File: config.mk
export PLATFORM = sky130hd
export DESIGN_NAME = luhn_card_brand_check
export DESIGN_NICKNAME = d
export VERILOG_FILES = /design/src/sv/lcbc_pkg.sv /design/src/sv/luhn_card_brand_check.sv /design/src/sv/lcbc_datapath.sv /design/src/sv/lcbc_ctrl.sv
export SDC_FILE = /design/constraint.sdc
export NUM_CORES = 1
export LEC_CHECK = 0
export BUFFER_PORTS_ARGS = -buffer_cell sky130_fd_sc_hd__clkbuf_2
export CAP_MARGIN = 20
export CORE_ASPECT_RATIO = 0.6
export CORE_MARGIN = 3
export CORE_UTILIZATION = 63
export DETAILED_ROUTE_END_ITERATION = 7
export GPL_TIMING_DRIVEN = 1
export PLACE_DENSITY = 0.92
export SYNTH_ARGS = -nofsm -noshare
export SYNTH_HDL_FRONTEND = slang
export SYNTH_SLANG_ARGS = --single-unit
File: constraint.sdc
create_clock -name i_clk -period 17.1 [get_ports i_clk]
set_clock_uncertainty 0.05 [all_clocks]
set_input_delay 3.42 -clock i_clk [delete_from_list [all_inputs] [get_ports i_clk]]
set_output_delay 3.42 -clock i_clk [all_outputs]
set_load 0.005 [all_outputs]
File: src/sv/lcbc_pkg.sv
// Shared types and constants for the Luhn card brand checker.
package lcbc_pkg;

    localparam int CARD_W        = 63;
    localparam int BIN_W         = 64;
    localparam int BITS_PER_STEP = 8;
    localparam int CONVERT_STEPS = BIN_W / BITS_PER_STEP;
    localparam int BCD_DIGITS    = 20;
    localparam int BCD_W         = BCD_DIGITS * 4;
    localparam int SCAN_STEPS    = BCD_DIGITS / 2;
    localparam int STEP_W        = $clog2(SCAN_STEPS);
    localparam int COUNT_W       = 5;
    localparam int CLASS_W       = 2;
    localparam int MAX_DIGITS    = 19;

    localparam logic [CLASS_W-1:0] CLASS_INVALID    = 2'd0;
    localparam logic [CLASS_W-1:0] CLASS_AMEX       = 2'd1;
    localparam logic [CLASS_W-1:0] CLASS_MASTERCARD = 2'd2;
    localparam logic [CLASS_W-1:0] CLASS_VISA       = 2'd3;

    typedef enum logic [1:0] {
        ST_IDLE,
        ST_CONVERT,
        ST_SCAN,
        ST_FINISH
    } t_state;

    typedef struct packed {
        logic              load;
        logic              convert;
        logic              scan;
        logic              finish;
        logic [STEP_W-1:0] pair;
    } t_cmd;

endpackage

File: src/sv/luhn_card_brand_check.sv
// Luhn mod-10 card checker: takes one card number, reports checksum, length and
// brand. A word is accepted when start is high and busy is low; its result
// appears on the result ports for one cycle with o_valid high, and the receiver
// cannot stall it. The work runs as binary-to-decimal conversion (one byte of
// the number per cycle), digit scanning (two decimal digits per cycle), a
// classification step and the step in which the result is presented.
// busy drops in the cycle in which o_valid rises, so the next word may be taken
// then; a word is not taken while the last one is still in work. Numbers of
// more than 19 digits or equal to zero report checksum_ok low and class
// invalid.
module luhn_card_brand_check
    import lcbc_pkg::*;
(
    input  logic               i_clk,
    input  logic               i_rst_n,
    input  logic               start,
    output logic               busy,
    input  logic [CARD_W-1:0]  i_card_number,
    output logic               o_valid,
    output logic [CLASS_W-1:0] o_card_class,
    output logic               o_checksum_ok,
    output logic [COUNT_W-1:0] o_digit_count
);

    t_cmd cmd;

    lcbc_ctrl u_ctrl (
        .i_clk   (i_clk),
        .i_rst_n (i_rst_n),
        .start   (start),
        .busy    (busy),
        .o_valid (o_valid),
        .o_cmd   (cmd)
    );

    lcbc_datapath u_datapath (
        .i_clk         (i_clk),
        .i_cmd         (cmd),
        .i_card_number (i_card_number),
        .o_card_class  (o_card_class),
        .o_checksum_ok (o_checksum_ok),
        .o_digit_count (o_digit_count)
    );

endmodule

File: src/sv/lcbc_datapath.sv
// Datapath: binary to BCD conversion, Luhn digit scan and brand classification.
module lcbc_datapath
    import lcbc_pkg::*;
(
    input  logic               i_clk,
    input  t_cmd               i_cmd,
    input  logic [CARD_W-1:0]  i_card_number,
    output logic [CLASS_W-1:0] o_card_class,
    output logic               o_checksum_ok,
    output logic [COUNT_W-1:0] o_digit_count
);

    logic [BIN_W-1:0]   r_bin;
    logic [BCD_W-1:0]   r_bcd;
    logic [3:0]         r_sum;
    logic [3:0]         r_top;
    logic [3:0]         r_next;
    logic [3:0]         r_prev_hi;
    logic [COUNT_W-1:0] r_count;
    logic [CLASS_W-1:0] r_class;
    logic               r_ok;
    logic [COUNT_W-1:0] r_count_out;

    logic [BCD_W-1:0]   n_bcd;
    logic [3:0]         n_sum;
    logic [3:0]         d0;
    logic [3:0]         d1;
    logic [3:0]         d1_dbl;
    logic [4:0]         pair_sum;
    logic [6:0]         lead2;
    logic               ok;
    logic [CLASS_W-1:0] n_class;

    // Shift-and-add-three conversion, one byte of the binary value per cycle.
    always_comb begin
        logic [BCD_W-1:0] v;
        v = r_bcd;
        for (int b = 0; b < BITS_PER_STEP; b++) begin
            for (int j = 0; j < BCD_DIGITS; j++) begin
                if (v[j*4 +: 4] >= 4'd5) begin
                    v[j*4 +: 4] = v[j*4 +: 4] + 4'd3;
                end
            end
            v = {v[BCD_W-2:0], r_bin[BIN_W-1-b]};
        end
        n_bcd = v;
    end

    // The low digit of a pair sits in an odd position from the right and is
    // added as it is; the high digit is doubled with its digits summed.
    always_comb begin
        logic [4:0] s;
        d0       = r_bcd[3:0];
        d1       = r_bcd[7:4];
        d1_dbl   = (d1 > 4'd4) ? 4'({d1, 1'b0} - 5'd9) : 4'({d1, 1'b0});
        pair_sum = 5'(d0) + 5'(d1_dbl);
        s        = 5'(r_sum) + pair_sum;
        if (s >= 5'd20) begin
            n_sum = 4'(s - 5'd20);
        end else if (s >= 5'd10) begin
            n_sum = 4'(s - 5'd10);
        end else begin
            n_sum = 4'(s);
        end
    end

    always_comb begin
        lead2 = (r_count >= 5'd2) ? (7'({r_top, 3'b000}) + 7'({r_top, 1'b0}) + 7'(r_next))
                                  : 7'(r_top);
        ok = (r_count != '0) && (r_count <= COUNT_W'(MAX_DIGITS)) && (r_sum == 4'd0);
        n_class = CLASS_INVALID;
        if (ok) begin
            if ((r_count == 5'd15) && ((lead2 == 7'd34) || (lead2 == 7'd37))) begin
                n_class = CLASS_AMEX;
            end else if ((r_count == 5'd16) && (lead2 >= 7'd51) && (lead2 <= 7'd55)) begin
                n_class = CLASS_MASTERCARD;
            end else if ((r_top == 4'd4) && ((r_count == 5'd13) || (r_count == 5'd16))) begin
                n_class = CLASS_VISA;
            end
        end
    end

    always_ff @(posedge i_clk) begin
        if (i_cmd.load) begin
            r_bin     <= {1'b0, i_card_number};
            r_bcd     <= '0;
            r_sum     <= '0;
            r_top     <= '0;
            r_next    <= '0;
            r_prev_hi <= '0;
            r_count   <= '0;
        end else if (i_cmd.convert) begin
            r_bin <= {r_bin[BIN_W-BITS_PER_STEP-1:0], {BITS_PER_STEP{1'b0}}};
            r_bcd <= n_bcd;
        end else if (i_cmd.scan) begin
            r_bcd     <= {8'd0, r_bcd[BCD_W-1:8]};
            r_sum     <= n_sum;
            r_prev_hi <= d1;
            // The highest nonzero digit seen so far fixes length and prefix.
            if (d1 != 4'd0) begin
                r_count <= {i_cmd.pair, 1'b0} + 5'd2;
                r_top   <= d1;
                r_next  <= d0;
            end else if (d0 != 4'd0) begin
                r_count <= {i_cmd.pair, 1'b0} + 5'd1;
                r_top   <= d0;
                r_next  <= r_prev_hi;
            end
        end
        if (i_cmd.finish) begin
            r_class     <= n_class;
            r_ok        <= ok;
            r_count_out <= r_count;
        end
    end

    assign o_card_class  = r_class;
    assign o_checksum_ok = r_ok;
    assign o_digit_count = r_count_out;

endmodule

File: src/sv/lcbc_ctrl.sv
// Controller: sequences conversion, digit scan and result strobe.
module lcbc_ctrl
    import lcbc_pkg::*;
(
    input  logic i_clk,
    input  logic i_rst_n,
    input  logic start,
    output logic busy,
    output logic o_valid,
    output t_cmd o_cmd
);

    t_state            r_state;
    t_state            n_state;
    logic [STEP_W-1:0] r_step;
    logic [STEP_W-1:0] n_step;
    logic              r_valid;
    logic              n_valid;

    always_ff @(posedge i_clk) begin
        if (!i_rst_n) begin
            r_state <= ST_IDLE;
            r_step  <= '0;
            r_valid <= 1'b0;
        end else begin
            r_state <= n_state;
            r_step  <= n_step;
            r_valid <= n_valid;
        end
    end

    always_comb begin
        n_state       = r_state;
        n_step        = r_step;
        n_valid       = 1'b0;
        o_cmd.load    = 1'b0;
        o_cmd.convert = 1'b0;
        o_cmd.scan    = 1'b0;
        o_cmd.finish  = 1'b0;
        o_cmd.pair    = r_step;
        busy          = 1'b1;
        case (r_state)
            ST_IDLE: begin
                busy = 1'b0;
                if (start) begin
                    o_cmd.load = 1'b1;
                    n_step     = '0;
                    n_state    = ST_CONVERT;
                end
            end
            ST_CONVERT: begin
                o_cmd.convert = 1'b1;
                if (r_step == STEP_W'(CONVERT_STEPS - 1)) begin
                    n_step  = '0;
                    n_state = ST_SCAN;
                end else begin
                    n_step = r_step + 1'b1;
                end
            end
            ST_SCAN: begin
                o_cmd.scan = 1'b1;
                if (r_step == STEP_W'(SCAN_STEPS - 1)) begin
                    n_step  = '0;
                    n_state = ST_FINISH;
                end else begin
                    n_step = r_step + 1'b1;
                end
            end
            ST_FINISH: begin
                o_cmd.finish = 1'b1;
                n_valid      = 1'b1;
                n_state      = ST_IDLE;
            end
            default: begin
                n_state = ST_IDLE;
            end
        endcase
    end

    assign o_valid = r_valid;

endmodule
==> key figures, run 1 <==
Status
  • Status: finished, final reports clean

Synthesis
  • YS warnings: 0
  • Synthesized area: 28100 sq um
  • Commonest cells post-synth: 413 x nand2_1, 299 x nor2_1, 265 x a21oi_1
  • Cells after synthesis: 3812
  • Yosys cell types: 140
  • Count leader, synth: nand2_1
  • Prevailing post-synth register cell: dfxtp_1
  • Synth Net Count: 4049
  • Async S/R FF share, synth: 0%
  • Yosys reg bits: 180
  • Register area share after synthesis: 15.4%
  • Synth top area share: 7.77%
  • Leading post-synthesis cells by cell area: dfxtp_1 7.8%, edfxtp_1 7.6%, ha_1 7.3%
  • Area leader, netlist: dfxtp_1
  • Syn Area/Cell: 7.37 sq um
  • Number of enable flip-flop cells after synthesis: 71

Global route
  • M1 GR Usage: 48.9%
  • GR Overflow Total: 0
  • Global-route wire length before repair: 130000 microns
  • Vias in the first global route: 25900
  • M3 GR Usage: 8.22%
  • Antenna violations before repair: 1
  • Busiest layer in global routing: met1
  • Met2 usage: 45.6%
  • GRT Overall Usage: 32.4%
  • Largest net degree at the start of global routing: 82

Clock network
  • CTS tree: built
  • Clock Pin Slew Worst Setup and Hold Paths: 0.08 ns
  • Post-CTS Hold Fix Bufs: 0
  • Worst-case clock buffer depth: 2
  • Root Driver: clkbuf_16
  • Postcts setup bufs: 0
  • Clock sink total: 180
  • CTS buffer count: 17
  • CTS H-tree depth: 4
  • Clock Latency Late Sink: 0.46 ns
  • Cts repair resizes: 0

Timing
  • Fmax: 126 MHz
  • Setup Total Neg Slack: 0 ns
  • Worst-Margin Slew: 1.19 ns
  • Final slew viol count: 0
  • RSZ-0062 raised after global routing: false
  • Endpoints failing setup: 0
  • Post-route minimum period: 7.95 ns
  • Final hold vios: 0
  • Slew headroom: 20.3%
  • Final worst-path cycle share: 46.5%

Detailed routing
  • DRC: 0
  • DR WL/cell: 18.4 microns
  • Drt first-iter violations: 4327
  • DR pass1 iterations: 8
  • Routed WL: 80900 microns
  • Vias/cell: 6.90
  • Vias: 30300
  • Number of routed nets with antenna violations: 0

Setup path
  • Slowest Stage Delay on Critical Path: 0.56 ns
  • CP Capture Type: flip-flop
  • Critical path required time: 17.40 ns
  • CP max stage cell: a311oi_2
  • Critical path fanouts, max: 9
  • Critical path startpoint category: flip-flop
  • Crit path arrival time: 8.25 ns
  • Worst R2R Path Depth: 30
  • Setup CP Type: flip-flop to flip-flop

Floorplan
  • Core area: 43700 sq um
  • Die H: 170 microns
  • IO Count: 76
  • Initial Util: 64.3%
  • Die area: 47200 sq um
  • Die X: 279 microns
  • Rows: 59

Placed design
  • Port bufs: 75
  • DP Wirelength: 60800 microns
  • Routability cong.: 0.984

Job
  • Max-cap violation count: 0

Cells and area
  • Layout cells sized above 1: 11.3%
  • # nets final: 4033
  • Ant diodes: 0
  • Area Overhead vs Synth: 4.65%

Worst hold path
  • Hold Path Class: flip-flop to flip-flop
  • Worst hold stages: 2
[sequential cells by signal (all words and copies together) (netlist names), 2 cells and up]
register                  flops
u_datapath.r_bcd             80
u_datapath.r_bin             64
u_datapath.o_digit_count      5
u_datapath.r_count            5
u_ctrl.r_step                 4
u_datapath.r_next             4
u_datapath.r_prev_hi          4
u_datapath.r_sum              4
u_datapath.r_top              4
u_ctrl.r_state                2
u_datapath.o_card_class       2
[metrics by stage]
step	hold slack [ns]	instance area (sq um)	util (%)	worst slack [ns]	cells
2_1_floorplan	0.399	28100	-	10.43	3812
3_3_place_gp	0.425	28800	65.8	9.84	4354
3_5_place_dp	0.419	28800	65.8	9.51	4354
4_1_cts	0.430	29400	67.2	9.48	4386
5_1_grt	0.470	29400	67.2	8.61	4388
6_report	0.431	29400	67.2	9.15	4388
[cell families after synthesis]
family	synth area share, %
compound gates	35.5
simple gates	24.4
buf+inv	5.48
mux	6.88
flops	15.4
fa+ha+maj	8.06
xor+xnor	4.32
[worst max-delay path, delay by kind of cell, from the launching register on]
kind                     cells  cell delay (ns)
AND/OR/NAND/NOR              9             2.76
adder cells (fa/ha/maj)      5             1.18
AO/OA/AOI/OAI               11             2.85
buffers and inverters        5             0.53
flip-flops                   1             0.49
[layout by cell type, fill, tap and decap left out, drive strengths merged, types with 26 or more instances in the layout]
master  count
inv       257
nor3      116
ha        164
and2       82
a211oi     90
dfxtp     109
nor2b      43
mux2i     107
o21ai     279
clkbuf     93
nor4       28
or3        56
o21a       33
nand2     415
a21o       65
nand3      94
o31ai      26
a22oi      39
a21oi     283
o22ai      37
nor2      303
edfxtp     71
and3       53
or2        49
o211ai     91
mux2       73
xor2       31
a31oi      68
nand2b     50
xnor2      86
[layout make-up]
cell class / instances / area [sq um]
Fill cell: 3506 / 14300
Sequential cell: 180 / 4310
Timing Repair Buffer: 95 / 526
Tap cell: 579 / 724
Clock buffer: 17 / 425
Clock inverter: 15 / 199
Multi-Input combinational cell: 3251 / 22300
Inverter: 251 / 942
[routing by layer]
metal,vias up,wire length [microns]
li1,14400,-
met1,13900,36500
met2,1796,31900
met3,221,10600
met4,0,1860
met5,-,0
[worst paths after layout]
| check | start | to | slack, ns |
|---|---|---|---|
| worst min-delay path | u_datapath.r_bcd[61]$_SDFFE_PP0P_ | u_datapath.r_bcd[61]$_SDFFE_PP0P_ | 0.43 |
| worst max-delay path | u_datapath.r_bcd[48]$_SDFFE_PP0P_ | u_datapath.r_bcd[53]$_SDFFE_PP0P_ | 9.15 |
| worst min register to register | u_datapath.r_bcd[61]$_SDFFE_PP0P_ | u_datapath.r_bcd[61]$_SDFFE_PP0P_ | 0.43 |
| worst max register to register | u_datapath.r_bcd[48]$_SDFFE_PP0P_ | u_datapath.r_bcd[53]$_SDFFE_PP0P_ | 9.15 |
Power of run 1 is left out: the tool's default activity adds up to more than one toggle a clock period on the data nets, which glitch-free logic cannot reach.
==> run 2: changes to the inputs <==
Clock period 17.1 ns to 7.8 ns, I/O delays scaled along.
==> run 2 against run 1 <==
Cell area is 1.0% higher; flip-flop and latch count stayed put; register-to-register slack worse by 8.7 ns; final cell count up 0.41%; die area unchanged; fmax up 7.5%; critical path depth rose by 3; first-iteration DRC count decreased by 1.6%; sequential share of layout area decreased by 0.13 points; highest routed layer unchanged.
==> key figures, run 2 (synthesized netlist as in run 1, its figures left out) <==
Status
  • Status: finished, final reports clean

Floorplan
  • Die X: 279 microns
  • Initial Util: 64.3%
  • Die area: 47200 sq um
  • IO Count: 76
  • Core area: 43700 sq um
  • Die H: 170 microns
  • Rows: 59

Global route
  • Antenna violations before repair: 1
  • GRT Overall Usage: 32.9%
  • Largest net degree at the start of global routing: 75
  • GR Overflow Total: 0
  • Global-route wire length before repair: 132000 microns
  • Vias in the first global route: 26600

Cells and area
  • Most common cell after layout, fill and taps aside: nand2_1
  • Area Overhead vs Synth: 5.72%
  • Filler cell count: 3527
  • Largest regs: u_datapath.r_bcd x80, u_datapath.r_bin x64
  • Area of the multi-input gates: 22500 sq um
  • Max reg flops: 80
  • Layout cells sized above 1: 12.5%
  • Most frequent cells in the layout: 411 x nand2_1, 299 x nor2_1, 260 x a21oi_1
  • FF/Latch Area: 4320 sq um
  • Ant diodes: 0
  • # nets final: 4051
  • Largest reg by FF count: u_datapath.r_bcd

Placed design
  • DP Wirelength: 61300 microns
  • Dpl ws: 0.118 ns
  • Routability cong.: 1.01
  • Port bufs: 75

Setup path
  • Setup CP Type: flip-flop to flip-flop
  • Worst flop-to-flop path endpoint: u_datapath.r_bcd[53]$_SDFFE_PP0P_
  • Worst R2R Setup Slack: 0.40 ns
  • Crit path arrival time: 7.71 ns
  • CP max stage cell: or4_1
  • CP Capture Type: flip-flop
  • Critical path required time: 8.11 ns
  • Slowest Stage Delay on Critical Path: 0.58 ns
  • Critical path startpoint category: flip-flop
  • Critical path fanouts, max: 8
  • Worst R2R Path Depth: 33
  • Worst r2r src: u_datapath.r_bcd[49]$_SDFFE_PP0P_

Clock network
  • CTS buffer count: 17
  • Clock Pin Slew Worst Setup and Hold Paths: 0.08 ns
  • Root Driver: clkbuf_16
  • CTS H-tree depth: 4
  • CTS tree: built
  • Worst-case clock buffer depth: 2
  • Clock sink total: 180
  • Clock Latency Late Sink: 0.46 ns

Detailed routing
  • Drt first-iter violations: 4259
  • DR WL/cell: 18.6 microns
  • Number of routed nets with antenna violations: 0
  • Vias/cell: 6.92
  • DRC: 0
  • Routed WL: 81900 microns
  • Vias: 30500
  • DR pass1 iterations: 8

Job
  • Max-cap violation count: 0

Timing
  • Final slew viol count: 0
  • Fmax: 135 MHz
  • Final hold vios: 0
  • Endpoints failing setup: 0
  • Worst setup margin: 0.400 ns
  • Final worst-path cycle share: 94.9%
  • Worst-Margin Slew: 1.16 ns
  • Post-route minimum period: 7.40 ns
  • Slew headroom: 22.3%

Worst hold path
  • Hold EP: u_datapath.r_bin[31]$_DFFE_PP_
  • Worst hold stages: 2
  • Hold Path Class: flip-flop to flip-flop
  • HP Start: u_datapath.r_bin[23]$_DFFE_PP_
-- run 2: how the worst max path moves through the flow --
stage / from / endpoint / slack [ns] / depth (start not counted)
2_1_floorplan: u_datapath.r_bcd[0]$_SDFFE_PP0P_ / u_datapath.r_bcd[8]$_SDFFE_PP0P_ / 1.13 / 34
3_3_place_gp: u_datapath.r_bcd[0]$_SDFFE_PP0P_ / u_datapath.r_bcd[8]$_SDFFE_PP0P_ / 0.59 / 32
3_5_place_dp: u_datapath.r_bcd[0]$_SDFFE_PP0P_ / u_datapath.r_bcd[8]$_SDFFE_PP0P_ / 0.12 / 32
4_1_cts: u_datapath.r_bcd[0]$_SDFFE_PP0P_ / u_datapath.r_bcd[8]$_SDFFE_PP0P_ / 0.04 / 32
5_1_grt: u_datapath.r_bcd[49]$_SDFFE_PP0P_ / u_datapath.r_bcd[53]$_SDFFE_PP0P_ / -0.08 / 33
6_report: u_datapath.r_bcd[49]$_SDFFE_PP0P_ / u_datapath.r_bcd[53]$_SDFFE_PP0P_ / 0.40 / 33
-- run 2: area by class of cell --
cell class              count  area share [%]
repair buffers            113            2.23
inverters                 251            3.17
well taps                 579            2.44
multi-input cells        3251            75.6
flip-flops and latches    180            14.5
clock buffers              18            1.45
clock inverters            14           0.539
-- run 2: per-layer routing --
layer	up-vias	routed length [microns]	GRT usage, %
met5	-	0	0
met4	0	1450	6.84
met3	174	10700	8.47
met2	1811	33200	46.9
met1	14100	36600	49.4
li1	14400	-	-
-- run 2: per-stage QoR --
stage / instance area, sq um / std cells / hold WS, ns / setup TNS [ns] / util, %
detailed placement: 28900 / 4370 / 0.442 / 0 / 66.1
global placement: 28900 / 4370 / 0.427 / 0 / 66.1
CTS: 29500 / 4402 / 0.470 / 0 / 67.4
finish: 29700 / 4406 / 0.467 / 0 / 67.9
global route: 29700 / 4406 / 0.481 / -0.258 / 67.9
floorplan: 28100 / 3812 / 0.399 / 0 / -
-- run 2: what timing repair did --
action | in CTS | in global routing
resized for setup | 0 | 38
endpoints found under the hold margin | 0 | 0
endpoints found under the setup margin | 0 | 48
setup buffers | 0 | 4
hold buffers | 0 | 0
-- run 2: worst max-delay path: cells and delay by family (launching register included) --
| family | cells | cell delay [ns] |
|---|---|---|
| buffers and inverters | 6 | 0.56 |
| adder cells (fa/ha/maj) | 6 | 1.32 |
| flip-flops | 1 | 0.46 |
| AO/OA/AOI/OAI | 10 | 2.03 |
| AND/OR/NAND/NOR | 11 | 2.85 |
Power of run 2 is left out for the same reason.
